## config.mk

```make
export PLATFORM = sky130hd
export DESIGN_NAME = per_channel_sample_block_averager_flat
export DESIGN_NICKNAME = d
export VERILOG_FILES = /design/src/rtl/pbavg_pkg.sv /design/src/rtl/pbavg_if.sv /design/src/rtl/pbavg_acc_bank.sv /design/src/rtl/pbavg_out_stage.sv /design/src/rtl/per_channel_sample_block_averager.sv /design/src/flat_wrapper.sv
export SDC_FILE = /design/constraint.sdc
export NUM_CORES = 1
export LEC_CHECK = 0
export BUFFER_PORTS_ARGS = -buffer_cell sky130_fd_sc_hd__buf_2
export CAP_MARGIN = 0
export CORE_ASPECT_RATIO = 1.5
export CORE_UTILIZATION = 60
export DETAILED_ROUTE_END_ITERATION = 8
export GPL_TIMING_DRIVEN = 0
export PLACE_DENSITY = 0.89
export SETUP_SLACK_MARGIN = 0.5
export SLEW_MARGIN = 10
export SYNTH_ARGS = -nofsm -noshare
export SYNTH_HDL_FRONTEND = slang
export SYNTH_SLANG_ARGS = --single-unit
```

## constraint.sdc

```tcl
create_clock -name clk_i -period 5.1 [get_ports clk_i]
set_input_delay 1.02 -clock clk_i [delete_from_list [all_inputs] [get_ports clk_i]]
set_output_delay 1.02 -clock clk_i [all_outputs]
set_load 0.05 [all_outputs]
```

## src/rtl/pbavg_pkg.sv

```systemverilog
// ----------------------------------------------------------------------------
// pbavg_pkg
// Shared widths, default parameters and request/result types of the
// per-channel sample block averager.
// ----------------------------------------------------------------------------
package pbavg_pkg;

  // fixed field widths
  localparam int ChannelW = 3;
  localparam int SampleW  = 12;
  localparam int SumOutW  = 16;

  // number of channel codes the channel field can carry
  localparam int ChanSpan = 2 ** ChannelW;

  // width used to compare channel numbers against CHANNELS (up to 255)
  localparam int RangeW   = 8;

  // parameter defaults
  localparam int DefChannels   = 8;
  localparam int DefSamples    = 16;
  localparam int DefSampleBits = 12;

  typedef struct packed {
    logic [ChannelW-1:0] channel;
    logic                sample_ok;
    logic [SampleW-1:0]  sample;
  } in_item_t;

  typedef struct packed {
    logic [ChannelW-1:0] out_channel;
    logic [SumOutW-1:0]  block_sum;
    logic                frame_done;
  } out_item_t;

  // request from the input register to the accumulator bank
  typedef struct packed {
    logic     valid;   // item present in the input register
    logic     commit;  // item leaves the input register this cycle
    in_item_t item;
  } acc_req_t;

  // answer of the accumulator bank
  typedef struct packed {
    logic      emit;   // item completes a block
    out_item_t item;
  } acc_rsp_t;

endpackage

```

## src/rtl/pbavg_if.sv

```systemverilog
// ----------------------------------------------------------------------------
// pbavg_if
// Valid/ready channels of the block averager: sample input and block result.
// ----------------------------------------------------------------------------
interface pbavg_in_if import pbavg_pkg::*; ();
  logic                valid;
  logic                ready;
  logic [ChannelW-1:0] channel;
  logic                sample_ok;
  logic [SampleW-1:0]  sample;

  modport source (output valid, output channel, output sample_ok, output sample,
                  input ready);
  modport sink   (input valid, input channel, input sample_ok, input sample,
                  output ready);
endinterface

interface pbavg_out_if import pbavg_pkg::*; ();
  logic                valid;
  logic                ready;
  logic [ChannelW-1:0] out_channel;
  logic [SumOutW-1:0]  block_sum;
  logic                frame_done;

  modport source (output valid, output out_channel, output block_sum,
                  output frame_done, input ready);
  modport sink   (input valid, input out_channel, input block_sum,
                  input frame_done, output ready);
endinterface

```

## src/rtl/pbavg_acc_bank.sv

```systemverilog
// ----------------------------------------------------------------------------
// pbavg_acc_bank
// Per-channel running sums and sample counts with in-place
// read-modify-write and block completion detect.
// ----------------------------------------------------------------------------
module pbavg_acc_bank import pbavg_pkg::*; #(
  parameter int CHANNELS    = DefChannels,
  parameter int SAMPLES     = DefSamples,
  parameter int SAMPLE_BITS = DefSampleBits
) (
  input  logic     clk_i,
  input  logic     rst_ni,
  input  acc_req_t req_i,
  output acc_rsp_t rsp_o
);

  // only channels the channel field can address need a slot
  localparam int NumSlots = (CHANNELS < ChanSpan) ? CHANNELS : ChanSpan;
  localparam int SlotW    = (NumSlots > 1) ? $clog2(NumSlots) : 1;
  localparam int EffBits  = (SAMPLE_BITS < SampleW) ? SAMPLE_BITS : SampleW;
  localparam int CntW     = $clog2(SAMPLES);
  localparam int SumW     = EffBits + CntW;

  logic [SumW-1:0] sum_q [NumSlots];
  logic [CntW-1:0] cnt_q [NumSlots];

  logic             in_range;
  logic             hit;
  logic [SlotW-1:0] slot;
  logic [SumW-1:0]  sum_new;
  logic             last;
  logic [SumOutW-1:0] sum_out;

  assign in_range = RangeW'(req_i.item.channel) < RangeW'(CHANNELS);
  assign hit      = req_i.valid && req_i.item.sample_ok && in_range;
  assign slot     = hit ? req_i.item.channel[SlotW-1:0] : '0;
  assign sum_new  = sum_q[slot] + SumW'(req_i.item.sample[EffBits-1:0]);
  assign last     = cnt_q[slot] == CntW'(SAMPLES - 1);

  generate
    if (SumW > SumOutW) begin : g_sat
      assign sum_out = (|sum_new[SumW-1:SumOutW]) ? '1 : sum_new[SumOutW-1:0];
    end else begin : g_nosat
      assign sum_out = SumOutW'(sum_new);
    end
  endgenerate

  assign rsp_o.emit             = hit && last;
  assign rsp_o.item.out_channel = req_i.item.channel;
  assign rsp_o.item.block_sum   = sum_out;
  assign rsp_o.item.frame_done  =
    RangeW'(req_i.item.channel) == RangeW'(CHANNELS - 1);

  always_ff @(posedge clk_i or negedge rst_ni) begin
    if (!rst_ni) begin
      for (int i = 0; i < NumSlots; i++) begin
        sum_q[i] <= '0;
        cnt_q[i] <= '0;
      end
    end else if (req_i.commit && hit) begin
      if (last) begin
        sum_q[slot] <= '0;
        cnt_q[slot] <= '0;
      end else begin
        sum_q[slot] <= sum_new;
        cnt_q[slot] <= cnt_q[slot] + CntW'(1);
      end
    end
  end

endmodule

```

## src/rtl/pbavg_out_stage.sv

```systemverilog
// ----------------------------------------------------------------------------
// pbavg_out_stage
// Result register driving the block result channel.
// ----------------------------------------------------------------------------
module pbavg_out_stage import pbavg_pkg::*; (
  input  logic        clk_i,
  input  logic        rst_ni,
  input  logic        load_i,
  input  out_item_t   item_i,
  output logic        free_o,
  pbavg_out_if.source out_o
);

  logic      valid_q;
  out_item_t item_q;

  // register may take a new result when empty or being drained
  assign free_o = !valid_q || out_o.ready;

  always_ff @(posedge clk_i or negedge rst_ni) begin
    if (!rst_ni) begin
      valid_q <= 1'b0;
    end else if (free_o) begin
      valid_q <= load_i;
    end
  end

  always_ff @(posedge clk_i) begin
    if (load_i && free_o) begin
      item_q <= item_i;
    end
  end

  assign out_o.valid       = valid_q;
  assign out_o.out_channel = item_q.out_channel;
  assign out_o.block_sum   = item_q.block_sum;
  assign out_o.frame_done  = item_q.frame_done;

endmodule

```

## src/rtl/per_channel_sample_block_averager.sv

```systemverilog
// ----------------------------------------------------------------------------
// per_channel_sample_block_averager
// Multichannel block average decimator: per-channel sums of SAMPLES good
// converter readings, one block sum out per completed channel block.
// ----------------------------------------------------------------------------
// usage
//   in_i  : sample requests (channel, sample_ok, sample), valid/ready
//   out_o : block results (out_channel, block_sum, frame_done), valid/ready
//   a request with sample_ok low or a channel of CHANNELS or more is taken
//   and dropped; every SAMPLES-th good request of a channel yields one
//   result carrying that channel's sum (average times SAMPLES, i.e. fixed
//   point with log2(SAMPLES) fraction bits), saturated at 65535
//   frame_done marks the result of channel CHANNELS-1
// timing
//   one request per cycle while no finishing request is stalled; a result
//   passes the input register, then the result register
//   the per-channel sum and count update is one read-modify-write while the
//   request sits in the input register, so back-to-back requests to the
//   same channel need no forwarding
// reset
//   all sums and counts clear, both registers empty
// stalls
//   while the result register holds an untaken result, requests that do
//   not finish a block keep flowing; a finishing request waits in the
//   input register and in_i.ready drops until out_o.ready frees the slot
// ----------------------------------------------------------------------------
module per_channel_sample_block_averager import pbavg_pkg::*; #(
  parameter int CHANNELS    = DefChannels,
  parameter int SAMPLES     = DefSamples,
  parameter int SAMPLE_BITS = DefSampleBits
) (
  input  logic        clk_i,
  input  logic        rst_ni,
  pbavg_in_if.sink    in_i,
  pbavg_out_if.source out_o
);

  // input register
  logic     in_valid_q;
  logic     in_valid_d;
  in_item_t in_q;

  // stage control
  logic     accept;     // request taken at this edge
  logic     advance;    // input register item is processed this cycle
  logic     out_free;   // result register can take a result
  acc_req_t acc_req;
  acc_rsp_t acc_rsp;

  // an item without a result never waits for the output side
  assign advance = in_valid_q && (!acc_rsp.emit || out_free);
  assign in_i.ready = !in_valid_q || advance;
  assign accept = in_i.valid && in_i.ready;
  assign in_valid_d = accept || (in_valid_q && !advance);

  always_ff @(posedge clk_i or negedge rst_ni) begin
    if (!rst_ni) begin
      in_valid_q <= 1'b0;
    end else begin
      in_valid_q <= in_valid_d;
    end
  end

  always_ff @(posedge clk_i) begin
    if (accept) begin
      in_q.channel   <= in_i.channel;
      in_q.sample_ok <= in_i.sample_ok;
      in_q.sample    <= in_i.sample;
    end
  end

  // per-channel accumulate, count and block detect
  assign acc_req.valid  = in_valid_q;
  assign acc_req.commit = advance;
  assign acc_req.item   = in_q;

  pbavg_acc_bank #(
    .CHANNELS   (CHANNELS),
    .SAMPLES    (SAMPLES),
    .SAMPLE_BITS(SAMPLE_BITS)
  ) u_acc_bank (
    .clk_i (clk_i),
    .rst_ni(rst_ni),
    .req_i (acc_req),
    .rsp_o (acc_rsp)
  );

  // result register
  pbavg_out_stage u_out_stage (
    .clk_i (clk_i),
    .rst_ni(rst_ni),
    .load_i(advance && acc_rsp.emit),
    .item_i(acc_rsp.item),
    .free_o(out_free),
    .out_o (out_o)
  );

  // a stalled item stays in the input register
  assert property (@(posedge clk_i) disable iff (!rst_ni)
    in_valid_q && !advance |=> in_valid_q)
    else $error("input register item lost while stalled");

  // a finished block always shows up as a result next cycle
  assert property (@(posedge clk_i) disable iff (!rst_ni)
    advance && acc_rsp.emit |=> out_o.valid)
    else $error("completed block did not reach the result register");

  // no result is pushed onto one still waiting to be taken
  assert property (@(posedge clk_i) disable iff (!rst_ni)
    out_o.valid && !out_o.ready |-> !(advance && acc_rsp.emit))
    else $error("result overwritten while output stalled");

  // frame done only ever flags the last channel
  assert property (@(posedge clk_i) disable iff (!rst_ni)
    out_o.valid && out_o.frame_done |->
      RangeW'(out_o.out_channel) == RangeW'(CHANNELS - 1))
    else $error("frame done on a channel other than the last");

endmodule
```

## src/flat_wrapper.sv

```systemverilog
// flat-port wrapper written by rule: the top's interface ports become plain ports
module per_channel_sample_block_averager_flat import pbavg_pkg::*;
#(
  parameter int CHANNELS    = DefChannels,
  parameter int SAMPLES     = DefSamples,
  parameter int SAMPLE_BITS = DefSampleBits
)
  (clk_i, rst_ni, in_i_valid, in_i_channel, in_i_sample_ok, in_i_sample, in_i_ready, out_o_valid, out_o_out_channel, out_o_block_sum, out_o_frame_done, out_o_ready);
  pbavg_in_if in_i_i ();
  pbavg_out_if out_o_i ();
  input  logic clk_i;
  input  logic rst_ni;
  input wire logic [$bits(in_i_i.valid)-1:0] in_i_valid;
  input wire logic [$bits(in_i_i.channel)-1:0] in_i_channel;
  input wire logic [$bits(in_i_i.sample_ok)-1:0] in_i_sample_ok;
  input wire logic [$bits(in_i_i.sample)-1:0] in_i_sample;
  output wire logic [$bits(in_i_i.ready)-1:0] in_i_ready;
  output wire logic [$bits(out_o_i.valid)-1:0] out_o_valid;
  output wire logic [$bits(out_o_i.out_channel)-1:0] out_o_out_channel;
  output wire logic [$bits(out_o_i.block_sum)-1:0] out_o_block_sum;
  output wire logic [$bits(out_o_i.frame_done)-1:0] out_o_frame_done;
  input wire logic [$bits(out_o_i.ready)-1:0] out_o_ready;
  assign in_i_i.valid = in_i_valid;
  assign in_i_i.channel = in_i_channel;
  assign in_i_i.sample_ok = in_i_sample_ok;
  assign in_i_i.sample = in_i_sample;
  assign in_i_ready = in_i_i.ready;
  assign out_o_valid = out_o_i.valid;
  assign out_o_out_channel = out_o_i.out_channel;
  assign out_o_block_sum = out_o_i.block_sum;
  assign out_o_frame_done = out_o_i.frame_done;
  assign out_o_i.ready = out_o_ready;
  per_channel_sample_block_averager #(.CHANNELS(CHANNELS), .SAMPLES(SAMPLES), .SAMPLE_BITS(SAMPLE_BITS)) u_core (.clk_i(clk_i), .rst_ni(rst_ni), .in_i(in_i_i), .out_o(out_o_i));
endmodule
```

==> impl_metrics.tcl <==
set metrics [dict create \
    power_frac_comb_pct 33.0 \
    dpl.cell_count 1104 \
    synth.lib_cells_used.distinct 71 \
    grt_overflow_total 0 \
    asyncSetResetFlopFracSynth_pct 81.8 \
    dpl-instance-area_mm2 0.00949 \
    post_synth_design_cell_area_mm2 0.00901 \
    postLayoutCoreUtil_pct 70.6 \
    via_per_inst 6.91 \
    share_of_post_route_cells_with_drive_strength_above_1_pct 17.3 \
    clk_latency_ns 0.44 \
    final-hold-violation-count 0 \
    max_clock_freq_mhz 219 \
    synth.yosys.warnings 0 \
    relSlewSlack_pct 26.7 \
    synth_enable_flop_cells 36 \
    total_leakage_power_nw 4.59 \
    layout.cells.most_common "nand2_1" \
    groute.usage.overall_pct 38.3 \
    cts_tree "built" \
    firstDrtPassIters 9 \
    clock_tree.buffer_depth 2 \
    p_per_area_mw_per_mm2 577 \
    floorplan.rows 54 \
    reg2regPathDepth 14 \
    chipWidth_um 102 \
    critPathLaunchType "flop" \
    synthCells 866 \
    synth.avg_cell_area_um2 10.4 \
    cp_data_required_time_ns 4.08 \
    drt_wl_total_um 27700 \
    start_util_pct 61.7 \
    timing.reg2reg.setup_slack_ns 0.59 \
    ir_worst_vdd_uv 294 \
    dominantRegCellSynth "dfrtp_1" \
    clock_skew_ns 0.0111 \
    postSynthNetCount 902 \
    critical_path_class "reg -> out" \
    via_count 7886 \
    final.min_clock_period_ns 4.56 \
    min_path_cells 2 \
    drv_slew 0 \
    ioPinCount 42 \
    worst_setup_hold_path_clk_slew_ns 0.07 \
    layout.cells.most_common_list "nand2_1, dfrtp_1, o21ai_0" \
    routed_wire_length_per_instance_um 24.2 \
    stdcell_area_mm2 0.0103 \
    first_pass_grt_wire_length_um 43600 \
    syn_to_final_growth_pct 14.4 \
    drt.antenna.violating_nets 0 \
    part_of_the_yosys_area_used_for_sequential_elements_pct 57.0 \
    hold_buffers 0 \
    cap_viol_max_count 0 \
    switching_share_pct 37.3 \
    pre_cts_slack_ns -0.208 \
    die-height_um 152 \
    worst-endpoint-arrival_ns 3.54 \
    hold_path_startpoint "u_core.u_acc_bank.sum_q[50]" \
    numCtsBuffers 17 \
    cts_root_cell "clkbuf_16" \
    post_layout_nonfiller_instances 1142 \
    power.sequential.fraction_pct 43.6 \
    worstReg2RegEnd "u_core.u_acc_bank.sum_q[109]" \
    unrepaired_setup_endpoints_after_global_routing "false" \
    critPathCaptureType "output port" \
    gpl.final_weighted_congestion 0.989 \
    layout_worst_path_cycle_share_pct 89.5 \
    tightest_slew_ns 1.09 \
    min_delay_worst_endpoint "u_core.u_acc_bank.sum_q[50]" \
    reg2reg_from "u_core.acc_req[13]" \
    pwr-share-clk_pct 23.4 \
    cts_sinks 198 \
    seq_cells_post_synth 198 \
    antenna-diode-count 0 \
    htreeDepth 4 \
    initialDrtViolationCount 950 \
    crit_fanout 10 \
    setup-violations-final 0 \
    internal-power_w 0.00372 \
    status "complete, no violations" \
    antenna_found_initial 1 \
    design.die.area_mm2 0.0155 \
    drc 0 \
    postLayoutSetupSlackWorst_ns 0.536 \
    switchingPower_w 0.00222 \
    port_buffers 41 \
    final_nets 970 \
    coreArea_mm2 0.0146 \
    first_global_vias 8062 \
    min_path_type "reg -> reg" \
    maximum_number_of_pins_on_one_net_before_global_route_repair 83 \
    hpwl_um 17700 \
]
-- worst max-delay path by stage --
stage	cells after the start	slack, ns	end	from
detailed placement	15	-0.21	u_core.u_acc_bank.sum_q[12]	u_core.acc_req[13]
global placement	15	-0.13	u_core.u_acc_bank.sum_q[12]	u_core.acc_req[13]
CTS	15	0.51	u_core.u_out_stage.out_o.block_sum[15]	u_core.acc_req[13]
global route	12	0.47	in_i_ready	u_core.acc_req[13]
finish	12	0.54	in_i_ready	u_core.acc_req[13]
floorplan	17	1.29	u_core.u_acc_bank.sum_q[126]	u_core.acc_req[13]
-- stage by stage --
step                      hold slack, ns  TNS [ns]  power (W)
after floorplan                    0.442         0    0.00373
after global placement             0.457    -0.907    0.00422
after detailed placement           0.470     -1.62    0.00433
after CTS                          0.485         0    0.00580
after global routing               0.502         0    0.00621
final                              0.482         0    0.00594
-- final cells by class --
type | instances | area [µm²]
sequential | 198 | 5130
fill | 1013 | 4290
multi-input combinational | 606 | 3720
clock buffer | 21 | 493
timing repair buffer | 49 | 298
buffer | 54 | 268
tap | 196 | 245
clock inverter | 10 | 114
inverter | 8 | 30.0
-- power groups by stage --
stage               clock network [W]  registers, W  logic, W
finish                        0.00139       0.00259   0.00196
CTS                           0.00138       0.00257   0.00186
floorplan                           0       0.00249   0.00124
detailed placement                  0       0.00258   0.00175
global route                  0.00144       0.00264   0.00213
global placement                    0       0.00255   0.00167
-- metal layers --
layer | global-route usage [%] | wire (µm) | vias up
met1 | 43.5 | 8930 | 3784
met3 | 10.6 | 2600 | 219
met5 | 0 | 12 | -
met4 | 33.0 | 2650 | 2
met2 | 58.6 | 13500 | 601
li1 | - | - | 3280
-- flip-flops by register name, indices dropped and copies added (netlist names) --
signal and flops:
u_core.u_acc_bank.sum_q 128, u_core.u_acc_bank.cnt_q 32, u_core.acc_req 16, u_core.u_out_stage.out_o.block_sum 16, u_core.u_out_stage.out_o.out_channel 3, u_core.in_valid_q 1, u_core.u_out_stage.out_o.frame_done 1, u_core.u_out_stage.out_o.valid 1
-- cell families (layout without fill, tap and decap cells) --
logic type / count (synthesis) / in the layout / synth area share [%]
AND/OR/NAND/NOR: 295 / 295 / 14.4
AO/OA/AOI/OAI: 250 / 250 / 18.3
flip-flops: 198 / 198 / 57.0
buffers and inverters: 62 / 142 / 2.82
multiplexers: 33 / 33 / 4.03
adder cells (fa/ha/maj): 16 / 16 / 2.31
XOR/XNOR: 12 / 12 / 1.17
-- critical path: stages (launching register included) --
cell and delay, ns:
edfxtp_1 0.55, buf_6 0.22, and3_1 0.18, clkbuf_4 0.22, mux2i_1 0.16, a211oi_1 0.24
o211a_1 0.21, ha_1 0.25, nand3_2 0.19, buf_4 0.25, nor2_1 0.17, nand2_1 0.18
buf_4 0.27
-- cells in the mapped netlist, types with 4 or more instances --
| cell type | n | area [µm²] |
|---|---|---|
| nand3_1 | 17 | 85.1 |
| ha_1 | 15 | 188 |
| o21ai_1 | 12 | 60.1 |
| and2_1 | 5 | 31.3 |
| mux2i_1 | 7 | 70.1 |
| buf_1 | 4 | 15.0 |
| a22o_1 | 12 | 105 |
| buf_2 | 11 | 55.1 |
| nand2b_1 | 7 | 43.8 |
| inv_1 | 8 | 30.0 |
| mux2_2 | 25 | 282 |
| clkbuf_1 | 38 | 143 |
| xnor2_1 | 9 | 78.8 |
| and3_1 | 4 | 25.0 |
| a32o_1 | 7 | 70.1 |
| o21ai_0 | 106 | 531 |
| nor2_1 | 35 | 131 |
| nand2_1 | 179 | 672 |
| o22ai_1 | 22 | 138 |
| o221ai_1 | 12 | 105 |
| a21oi_1 | 15 | 75.1 |
| a211oi_1 | 4 | 30.0 |
| dfrtp_1 | 162 | 4050 |
| o41ai_1 | 7 | 61.3 |
| nor3_1 | 20 | 100 |
| o22a_1 | 4 | 35.0 |
| or2_2 | 4 | 25.0 |
| nor2b_1 | 4 | 25.0 |
| o31ai_1 | 11 | 82.6 |
| edfxtp_1 | 36 | 1080 |
| or3_1 | 6 | 37.5 |
-- what timing repair did --
item / 4_1_cts / 5_1_grt
setup buffers: 4 / 3
gates cloned: 0 / 0
pin swaps: 1 / 1
endpoints found under the setup margin: 86 / 78
gates resized for setup: 20 / 37
Note: power is estimated with default switching activity, not from simulation.
